--- src/hdl/als_pkg.sv ---
// ----------------------------------------------------------------------------
// als_pkg - addressable LED serializer package
// Shared widths, codes, reset values and types for the LED strip serializer.
// ----------------------------------------------------------------------------
package als_pkg;

  localparam int unsigned MaxPixels    = 256;
  localparam int unsigned PixAddrW     = $clog2(MaxPixels);
  localparam int unsigned ColorW       = 24;
  localparam int unsigned BitsPerPixel = 24;
  localparam int unsigned BitCntW      = $clog2(BitsPerPixel);
  localparam int unsigned RegW         = 8;
  localparam int unsigned CfgIdxW      = 3;

  localparam logic [BitCntW-1:0] LastBit = BitCntW'(BitsPerPixel - 1);

  typedef enum logic [1:0] {
    OP_SET_PIXEL = 2'd0,
    OP_SET_ALL   = 2'd1,
    OP_SHOW      = 2'd2,
    OP_TICK      = 2'd3
  } opcode_e;

  typedef enum logic [CfgIdxW-1:0] {
    CFG_PIXEL_COUNT = 3'd0,
    CFG_ONE_HIGH    = 3'd1,
    CFG_ONE_LOW     = 3'd2,
    CFG_ZERO_HIGH   = 3'd3,
    CFG_ZERO_LOW    = 3'd4
  } cfg_idx_e;

  typedef enum logic {
    ST_RUN,
    ST_FILL
  } ctrl_state_e;

  typedef struct packed {
    logic [RegW-1:0] pixel_count;
    logic [RegW-1:0] one_high;
    logic [RegW-1:0] one_low;
    logic [RegW-1:0] zero_high;
    logic [RegW-1:0] zero_low;
  } cfg_t;

  localparam cfg_t CfgReset = '{
    pixel_count: 8'd0,
    one_high:    8'd38,
    one_low:     8'd5,
    zero_high:   8'd17,
    zero_low:    8'd10
  };

  typedef struct packed {
    logic sending;
    logic in_low;
    logic last;
  } tx_status_t;

endpackage

--- src/hdl/als_tx.sv ---
// ----------------------------------------------------------------------------
// als_tx - bit serializer
// Shifts the current pixel out MSB first in GRB order, timing each bit's
// high and low phase with a tick counter.
// ----------------------------------------------------------------------------
module als_tx (
  input  logic                               clk_i,
  input  logic                               rst_ni,
  input  als_pkg::cfg_t                      cfg_i,
  input  logic                               start_i,
  input  logic                               tick_i,
  input  logic [als_pkg::ColorW-1:0]         rdata_i,
  output logic [als_pkg::PixAddrW-1:0]       raddr_o,
  output als_pkg::tx_status_t                status_o
);

  logic                             sending_q, sending_d;
  logic                             in_low_q, in_low_d;
  logic [als_pkg::RegW-1:0]         pt_q, pt_d;
  logic [als_pkg::BitCntW-1:0]      bit_q, bit_d;
  logic [als_pkg::PixAddrW-1:0]     pix_q, pix_d;
  logic [als_pkg::ColorW-1:0]       sr_q, sr_d;

  logic                             cur_bit;
  logic [als_pkg::RegW-1:0]         len;
  logic [als_pkg::RegW-1:0]         pt_inc;
  logic [als_pkg::PixAddrW-1:0]     pix_inc;
  logic                             phase_end;
  logic                             frame_end;
  logic [als_pkg::ColorW-1:0]       grb;

  assign grb     = {rdata_i[15:8], rdata_i[23:16], rdata_i[7:0]};
  assign cur_bit = sr_q[als_pkg::ColorW-1];
  assign pt_inc  = pt_q + 1'b1;
  assign pix_inc = pix_q + 1'b1;

  always_comb begin
    if (in_low_q) begin
      len = cur_bit ? cfg_i.one_low : cfg_i.zero_low;
    end else begin
      len = cur_bit ? cfg_i.one_high : cfg_i.zero_high;
    end
  end

  // a zero length behaves as one tick
  assign phase_end = (pt_inc >= len) || (pt_inc == '0);
  assign frame_end = (pix_inc >= cfg_i.pixel_count) || (pix_inc == '0);

  // prefetch the next pixel while the current one is on the line; pixel 0
  // is read back as soon as the frame ends, ready for an immediate show
  assign raddr_o = sending_d ? pix_inc : '0;

  always_comb begin
    sending_d = sending_q;
    in_low_d  = in_low_q;
    pt_d      = pt_q;
    bit_d     = bit_q;
    pix_d     = pix_q;
    sr_d      = sr_q;
    if (start_i) begin
      sending_d = 1'b1;
      in_low_d  = 1'b0;
      pt_d      = '0;
      bit_d     = '0;
      pix_d     = '0;
      sr_d      = grb;
    end else if (tick_i) begin
      pt_d = phase_end ? '0 : pt_inc;
      if (phase_end) begin
        if (!in_low_q) begin
          in_low_d = 1'b1;
        end else begin
          in_low_d = 1'b0;
          if (bit_q == als_pkg::LastBit) begin
            bit_d = '0;
            if (frame_end) begin
              sending_d = 1'b0;
              pix_d     = '0;
            end else begin
              pix_d = pix_inc;
              sr_d  = grb;
            end
          end else begin
            bit_d = bit_q + 1'b1;
            sr_d  = {sr_q[als_pkg::ColorW-2:0], 1'b0};
          end
        end
      end
    end
  end

  always_ff @(posedge clk_i or negedge rst_ni) begin
    if (!rst_ni) begin
      sending_q <= 1'b0;
      in_low_q  <= 1'b0;
      pt_q      <= '0;
      bit_q     <= '0;
      pix_q     <= '0;
    end else begin
      sending_q <= sending_d;
      in_low_q  <= in_low_d;
      pt_q      <= pt_d;
      bit_q     <= bit_d;
      pix_q     <= pix_d;
    end
  end

  always_ff @(posedge clk_i) begin
    sr_q <= sr_d;
  end

  assign status_o.sending = sending_q;
  assign status_o.in_low  = in_low_q;
  assign status_o.last    = sending_q && in_low_q && phase_end &&
                            (bit_q == als_pkg::LastBit) && frame_end;

endmodule

--- config.mk ---
export PLATFORM = sky130hd
export DESIGN_NAME = als_tx
export DESIGN_NICKNAME = d
export VERILOG_FILES = /design/src/hdl/als_pkg.sv /design/src/hdl/als_tx.sv
export SDC_FILE = /design/constraint.sdc
export NUM_CORES = 1
export LEC_CHECK = 0
export ABC_AREA = 1
export BUFFER_PORTS_ARGS = -buffer_cell sky130_fd_sc_hd__buf_2
export CAP_MARGIN = 20
export CORE_ASPECT_RATIO = 0.9
export CORE_MARGIN = 10
export CORE_UTILIZATION = 45
export DETAILED_ROUTE_END_ITERATION = 10
export PLACE_DENSITY_LB_ADDON = 0.05
export SKIP_LAST_GASP = 1
export SYNTH_ARGS = -nofsm -noshare
export SYNTH_HDL_FRONTEND = slang
export SYNTH_SLANG_ARGS = --single-unit
--- constraint.sdc ---
create_clock -name clk_i -period 5.3 [get_ports clk_i]
set_input_delay 0.265 -clock clk_i [delete_from_list [all_inputs] [get_ports clk_i]]
set_output_delay 0.265 -clock clk_i [all_outputs]
set_load 0.1 [all_outputs]
* Yosys cells after proc, flatten, opt, wreduce, memory -nomap -nowiden
Cells that the tools add are included.
** Cells by class
- Add/sub/neg operators :: 3
- Magnitude comparators :: 2
- Equal/unequal tests :: 2
- Multiplexer cells :: 34
- Reductions and logical operators :: 16
** Operator list (count)
- $mux W24 :: 6
- $mux W8 :: 13
- $mux W5 :: 5
- $add A8 B1 Y8 const B :: 2
- $ge A8 B8 Y1 :: 2
- $logic_not A8 Y1 :: 2
- $mux W1 :: 10
- $reduce_and A4 Y1 :: 2
- $reduce_bool A2 Y1 :: 4
- $add A5 B1 Y5 const B :: 1
- $eq A5 B5 Y1 const B :: 1
- $logic_and A1 B1 Y1 :: 4
- $ne A3 B3 Y1 const B :: 1
- $reduce_and A3 Y1 :: 1
- $logic_or A1 B1 Y1 :: 2
- $reduce_and A2 Y1 :: 1
** Storage, ports and cells
- Flip-flop bits (word level) :: 47
- Bits of input ports :: 68
- Output and inout port bits :: 11
- Logic and storage cells :: 63

* Longest topological paths before layout
- Depth after elaboration :: 10
- Gate-level depth with buffers :: 20
- Depth with buffers taken out :: 20

* Worst setup path after synthesis
No wires, ideal clock.
- Kind :: register to register
- From :: reg sr_q[23] (netlist bit)
- To :: reg sr_q[0] (netlist bit), enable pin
- Setup time :: 435 ps
- Arrival :: 3830 ps
- Required time :: 4865 ps
- Slack :: 1035 ps
- Cell stages (with the launch flop) :: 16
- Buffers on the path :: 2
- Clock period less this slack :: 4265 ps
- Path through :: edfxtp_1 > clkbuf_1 > inv_1 > clkbuf_1 > nand2_1 > a32o_1 > ha_1 > nand2_1 > o21a_1 > nand2_1 > nor2_1 > nand2_2 > nor2_4 > inv_2 > nand2_1 > nor3_1
** On the way
- Cells in the longest elaborated chain, start to end :: 6
- Elaborated cells between the ends (all ways) :: 7
- Those cells by class :: 1 x order compare; 3 x mux; 3 x reduce/logical
** RTL lines
- start, declared :: line als_tx.sv:22 : logic [als_pkg::ColorW-1:0] sr_q, sr_d;
- start signal, assigned :: line als_tx.sv:109 : sr_q <= sr_d;
- $mux W8 (on tied branches) :: line als_tx.sv:41, als_tx.sv:39
- $mux W8 (*) :: line als_tx.sv:38 : if (in_low_q) begin
- $ge A8 B8 Y1 (*) :: line als_tx.sv:46 : assign phase_end = (pt_inc >= len) || (pt_inc == '0);
- $logic_or A1 B1 Y1 (*) :: line als_tx.sv:46
- $reduce_bool A2 Y1 (no line) (*)
- $reduce_and A4 Y1 (no line) (*)
Mark *: on every way between the ends. The rest lies on a longest branch, timed or not.
A chain may end at the register's enable or synchronous reset.

* Worst setup path after layout
- From :: reg sr_q[23] (netlist bit)
- To :: out raddr_o[7] (netlist bit)
** On the way
- Cells in the longest elaborated chain, start to end :: 8
- Elaborated cells between the ends (all ways) :: 9
- Those cells by class :: 1 x order compare; 7 x mux; 1 x reduce/logical
** RTL lines
- $mux W8 (on tied branches) :: line als_tx.sv:41, als_tx.sv:39
- $mux W8 (*) :: line als_tx.sv:38
- $ge A8 B8 Y1 (*) :: line als_tx.sv:46
- $logic_or A1 B1 Y1 (*) :: line als_tx.sv:46
- $mux W1 (*) :: line als_tx.sv:69 : if (phase_end) begin
- $mux W1 (*) :: line als_tx.sv:67 : end else if (tick_i) begin
- $mux W1 (*) :: line als_tx.sv:60 : if (start_i) begin
- $mux W8 (*) :: line als_tx.sv:51 : assign raddr_o = sending_d ? pix_inc : '0;
- end, declared :: line als_tx.sv:13 : output logic [als_pkg::PixAddrW-1:0] raddr_o,
Marked as above.

==> impl_metrics.env <==
export IMPL_fill_cells=719
export IMPL_cts_buffers=5
export IMPL_cp_cell_sequence="inv_1 -> nand2_1 -> a32o_1 -> ha_1 -> inv_1 -> nor2_1 -> o21ai_0 -> nand2_1 -> nand2_1 -> nand2_1 -> nor2_1 -> nand2_2 -> nand2_2 -> nor2_2 -> nand3_1 -> nand2_2 -> a21oi_1 -> buf_2"
export IMPL_reg2reg_from="sr_q[23]"
export IMPL_synthArstFlopShare=0.489
export IMPL_clock_sinks=47
export IMPL_synth_area_leaders="edfxtp_1, nand2_1, dfrtp_1"
export IMPL_core_area_um2=7000
export IMPL_combPwrFrac=0.290
export IMPL_syn_inst=432
export IMPL_path_buf_inv=3
export IMPL_grt_max_degree=26
export IMPL_vias_per_cell=4.81
export IMPL_path_class="flip-flop to output pin"
export IMPL_wl_per_cell_um=12.9
export IMPL_power_sequential_fraction=0.473
export IMPL_mappedNetlistArea_um2=3220
export IMPL_clk_pin_slew_ns=0.09
export IMPL_status="completed"
export IMPL_register_area_um2=1300
export IMPL_period_share=0.731
export IMPL_ys_seq_elements=47
export IMPL_antenna_cells=0
export IMPL_grt_pass1_vias=2785
export IMPL_yosysTopAreaCell="edfxtp_1"
export IMPL_hold_path_class="input pin to flip-flop"
export IMPL_path_delay_family="buffers and inverters"
export IMPL_ff2ff_path_depth=17
export IMPL_vdd_ir_drop_max_mv=0.289
export IMPL_cap_viol_max_count=0
export IMPL_rsz0062_at_grt="false"
export IMPL_hold_depth=3
export IMPL_cp_end_kind="output pin"
export IMPL_regToRegSetupSlack_ns=2.04
export IMPL_hold_path_startpoint="rdata_i[11]"
export IMPL_die_w_um=109
export IMPL_vias=2884
export IMPL_synthMuxAreaShare=0.00311
export IMPL_cts_max_level=2
export IMPL_layout_setup_ws_ns=1.43
export IMPL_ant_nets=0
export IMPL_cp_required_ns=5.04
export IMPL_tns_ns=0
export IMPL_ys_seq_area_frac=0.402
export IMPL_final_core_util=0.539
export IMPL_cpPeakStageDelay_ns=0.62
export IMPL_syn_nets=520
export IMPL_grt_pass1_wl_um=12800
export IMPL_synth_warnings=0
export IMPL_synth_top_area_frac=0.224
export IMPL_hold_violations=0
export IMPL_synthDistinctLibCells=34
export IMPL_fmax_ghz=0.258
export IMPL_syn2layout_area_growth_pct=17.3
export IMPL_synth_edf_count=24
export IMPL_reg2reg_to="sr_q[14]"
export IMPL_clock_latency_ns=0.30
export IMPL_wl_um=7770
export IMPL_place_hpwl_um=6030
export IMPL_cp_arrival_ns=3.61
export IMPL_internal_power_mw=0.586
export IMPL_drt_initial_drc_count=124
export IMPL_hold_path_end="sr_q[19]"
export IMPL_cp_common_cell="nand2_1"
export IMPL_rows=29
export IMPL_dieHeight_um=100
export IMPL_slew_headroom=0.517
export IMPL_first_pass_iters=5
export IMPL_pwr_density_cell_nw_per_um2=242
export IMPL_slew_viol_final=0
export IMPL_max_slew_worst_pin_slew_ns=0.724
export IMPL_cpMaxStageDelayCell="edfxtp_1"
export IMPL_min_period_ns=3.87
export IMPL_finalSetupViolCount=0
export IMPL_skew_ns=0.00508
export IMPL_crit_fanout=17
export IMPL_holdWs_ns=0.221
export IMPL_worstSetupPathDepth=18
export IMPL_clk_path_buf_depth=2
export IMPL_synth_xor_area_frac=0.00544
export IMPL_place_ws_ns=1.79
export IMPL_drive_above_1_share=0.229
export IMPL_p_leak_nw=1.96
export IMPL_sw_frac_of_total=0.359
export IMPL_cp_start_kind="flip-flop"
export IMPL_multi_input_area_um2=1650
export IMPL_antenna_found_initial=0
export IMPL_cts_tree="done"
export IMPL_gr_total_overflow=0
export IMPL_synth_avg_cell_area_um2=7.46
export IMPL_post_cts_setup_buffer_count=0
export IMPL_drc=0
export IMPL_grtUsageTotal=0.141
export IMPL_ios=79
export IMPL_initial_core_util=0.460
export IMPL_yosys_area_share_simple=0.323
export IMPL_globalplace_congestion=0.820
export IMPL_p_sw_mw=0.329
export IMPL_yosys_area_share_adder=0.0777
export IMPL_cts_root_buf="clkbuf_8"
export IMPL_layout_nets=594
export IMPL_synth_top_family_by_area="simple AND/OR/NAND/NOR gates"
export IMPL_total_power_mw=0.915
export IMPL_synth_flop_cell="edfxtp_1"
export IMPL_die_area_um2=10900
export IMPL_synth_compound_area_frac=0.103
export IMPL_io_buffers=78
export IMPL_p_clk_frac=0.237
power groups by stage:
stage               Sequential (mW)  Clock [mW]  Combinational [mW]
detailed placement            0.440           0               0.268
CTS                           0.433       0.227               0.270
global route                  0.436       0.241               0.303
global placement              0.440           0               0.264
finish                        0.433       0.217               0.265
floorplan                     0.434           0               0.203
logic make-up after synthesis:
logic type	count (synthesis)
buffers and inverters	69
DFF	47
adders and majority gates	20
AOI/OAI and AO/OA	53
muxes	1
xor gates and xnor gates	2
and+or+nand+nor	240
per-stage QoR:
| step | instances | area (µm²) |
|---|---|---|
| floorplan | 432 | 3220 |
| global placement | 591 | 3680 |
| detailed placement | 591 | 3680 |
| CTS | 600 | 3780 |
| global route | 600 | 3780 |
| finish | 600 | 3780 |
repair_timing:
item	CTS	global route
hold buffers	1	0
setup endpoints to repair	0	0
endpoints found under the hold margin	23	0
gates resized for setup	0	0
layout make-up:
cell class                 count  share of cell area
sequential                    47               0.343
clock buffer                   5              0.0182
tap                           93              0.0308
multi-input combinational    316               0.438
clock inverter                 3             0.00530
inverter                      55              0.0547
timing repair buffer          81               0.110
per-layer routing:
| metal | up-vias | share of wire | global-route usage |
|---|---|---|---|
| met5 | - | 0 | 0 |
| met4 | 0 | 0.010 | 0.0350 |
| met3 | 8 | 0.079 | 0.0429 |
| met2 | 69 | 0.45 | 0.222 |
| met1 | 1279 | 0.46 | 0.184 |
| li1 | 1528 | - | - |
worst max-delay path by stage:
stage	from	endpoint	slack, ns
global route	sr_q[23]	raddr_o[2]	1.03
finish	sr_q[23]	raddr_o[7]	1.43
global placement	sr_q[23]	raddr_o[0]	1.90
floorplan	sr_q[23]	sr_q[0]	1.03
detailed placement	sr_q[23]	raddr_o[7]	1.79
CTS	sr_q[23]	raddr_o[7]	1.42
placed cells by master (no fill, tap or decap), types with 5 or more instances in the layout:
master | Yosys | layout
nand2_1 | 167 | 167
buf_2 | 1 | 78
inv_1 | 52 | 52
nor2_1 | 24 | 24
edfxtp_1 | 24 | 24
a21oi_1 | 23 | 23
dfrtp_1 | 23 | 23
ha_1 | 20 | 20
nand3_1 | 18 | 18
o21ai_0 | 12 | 12
nand2_2 | 9 | 9
a32o_1 | 7 | 7
clkbuf_8 | 0 | 5
synth_stat cells, drive strengths merged, types with 2 or more instances:
master  count
o21bai      2
o21ai      17
nand3      21
nor2       32
dfrtp      23
a32o        7
o21a        2
nand3b      3
o22ai       2
inv        55
clkbuf     10
ha         20
a21oi      23
buf         4
nor3        3
or2         2
edfxtp     24
nand2     176
nand4       2
state kept, by name, indices dropped and copies added, names as in the netlist:
register and flops:
sr_q 24, pix_q 8, pt_q 8, bit_q 5, in_low_q 1, sending_q 1
tightest hold or removal path, delay by kind of cell:
family | cells | cell delay [ns]
buffers and inverters | 1 | 0.07
AND/OR/NAND/NOR | 2 | 0.08
(Power assumes the default switching activity.)
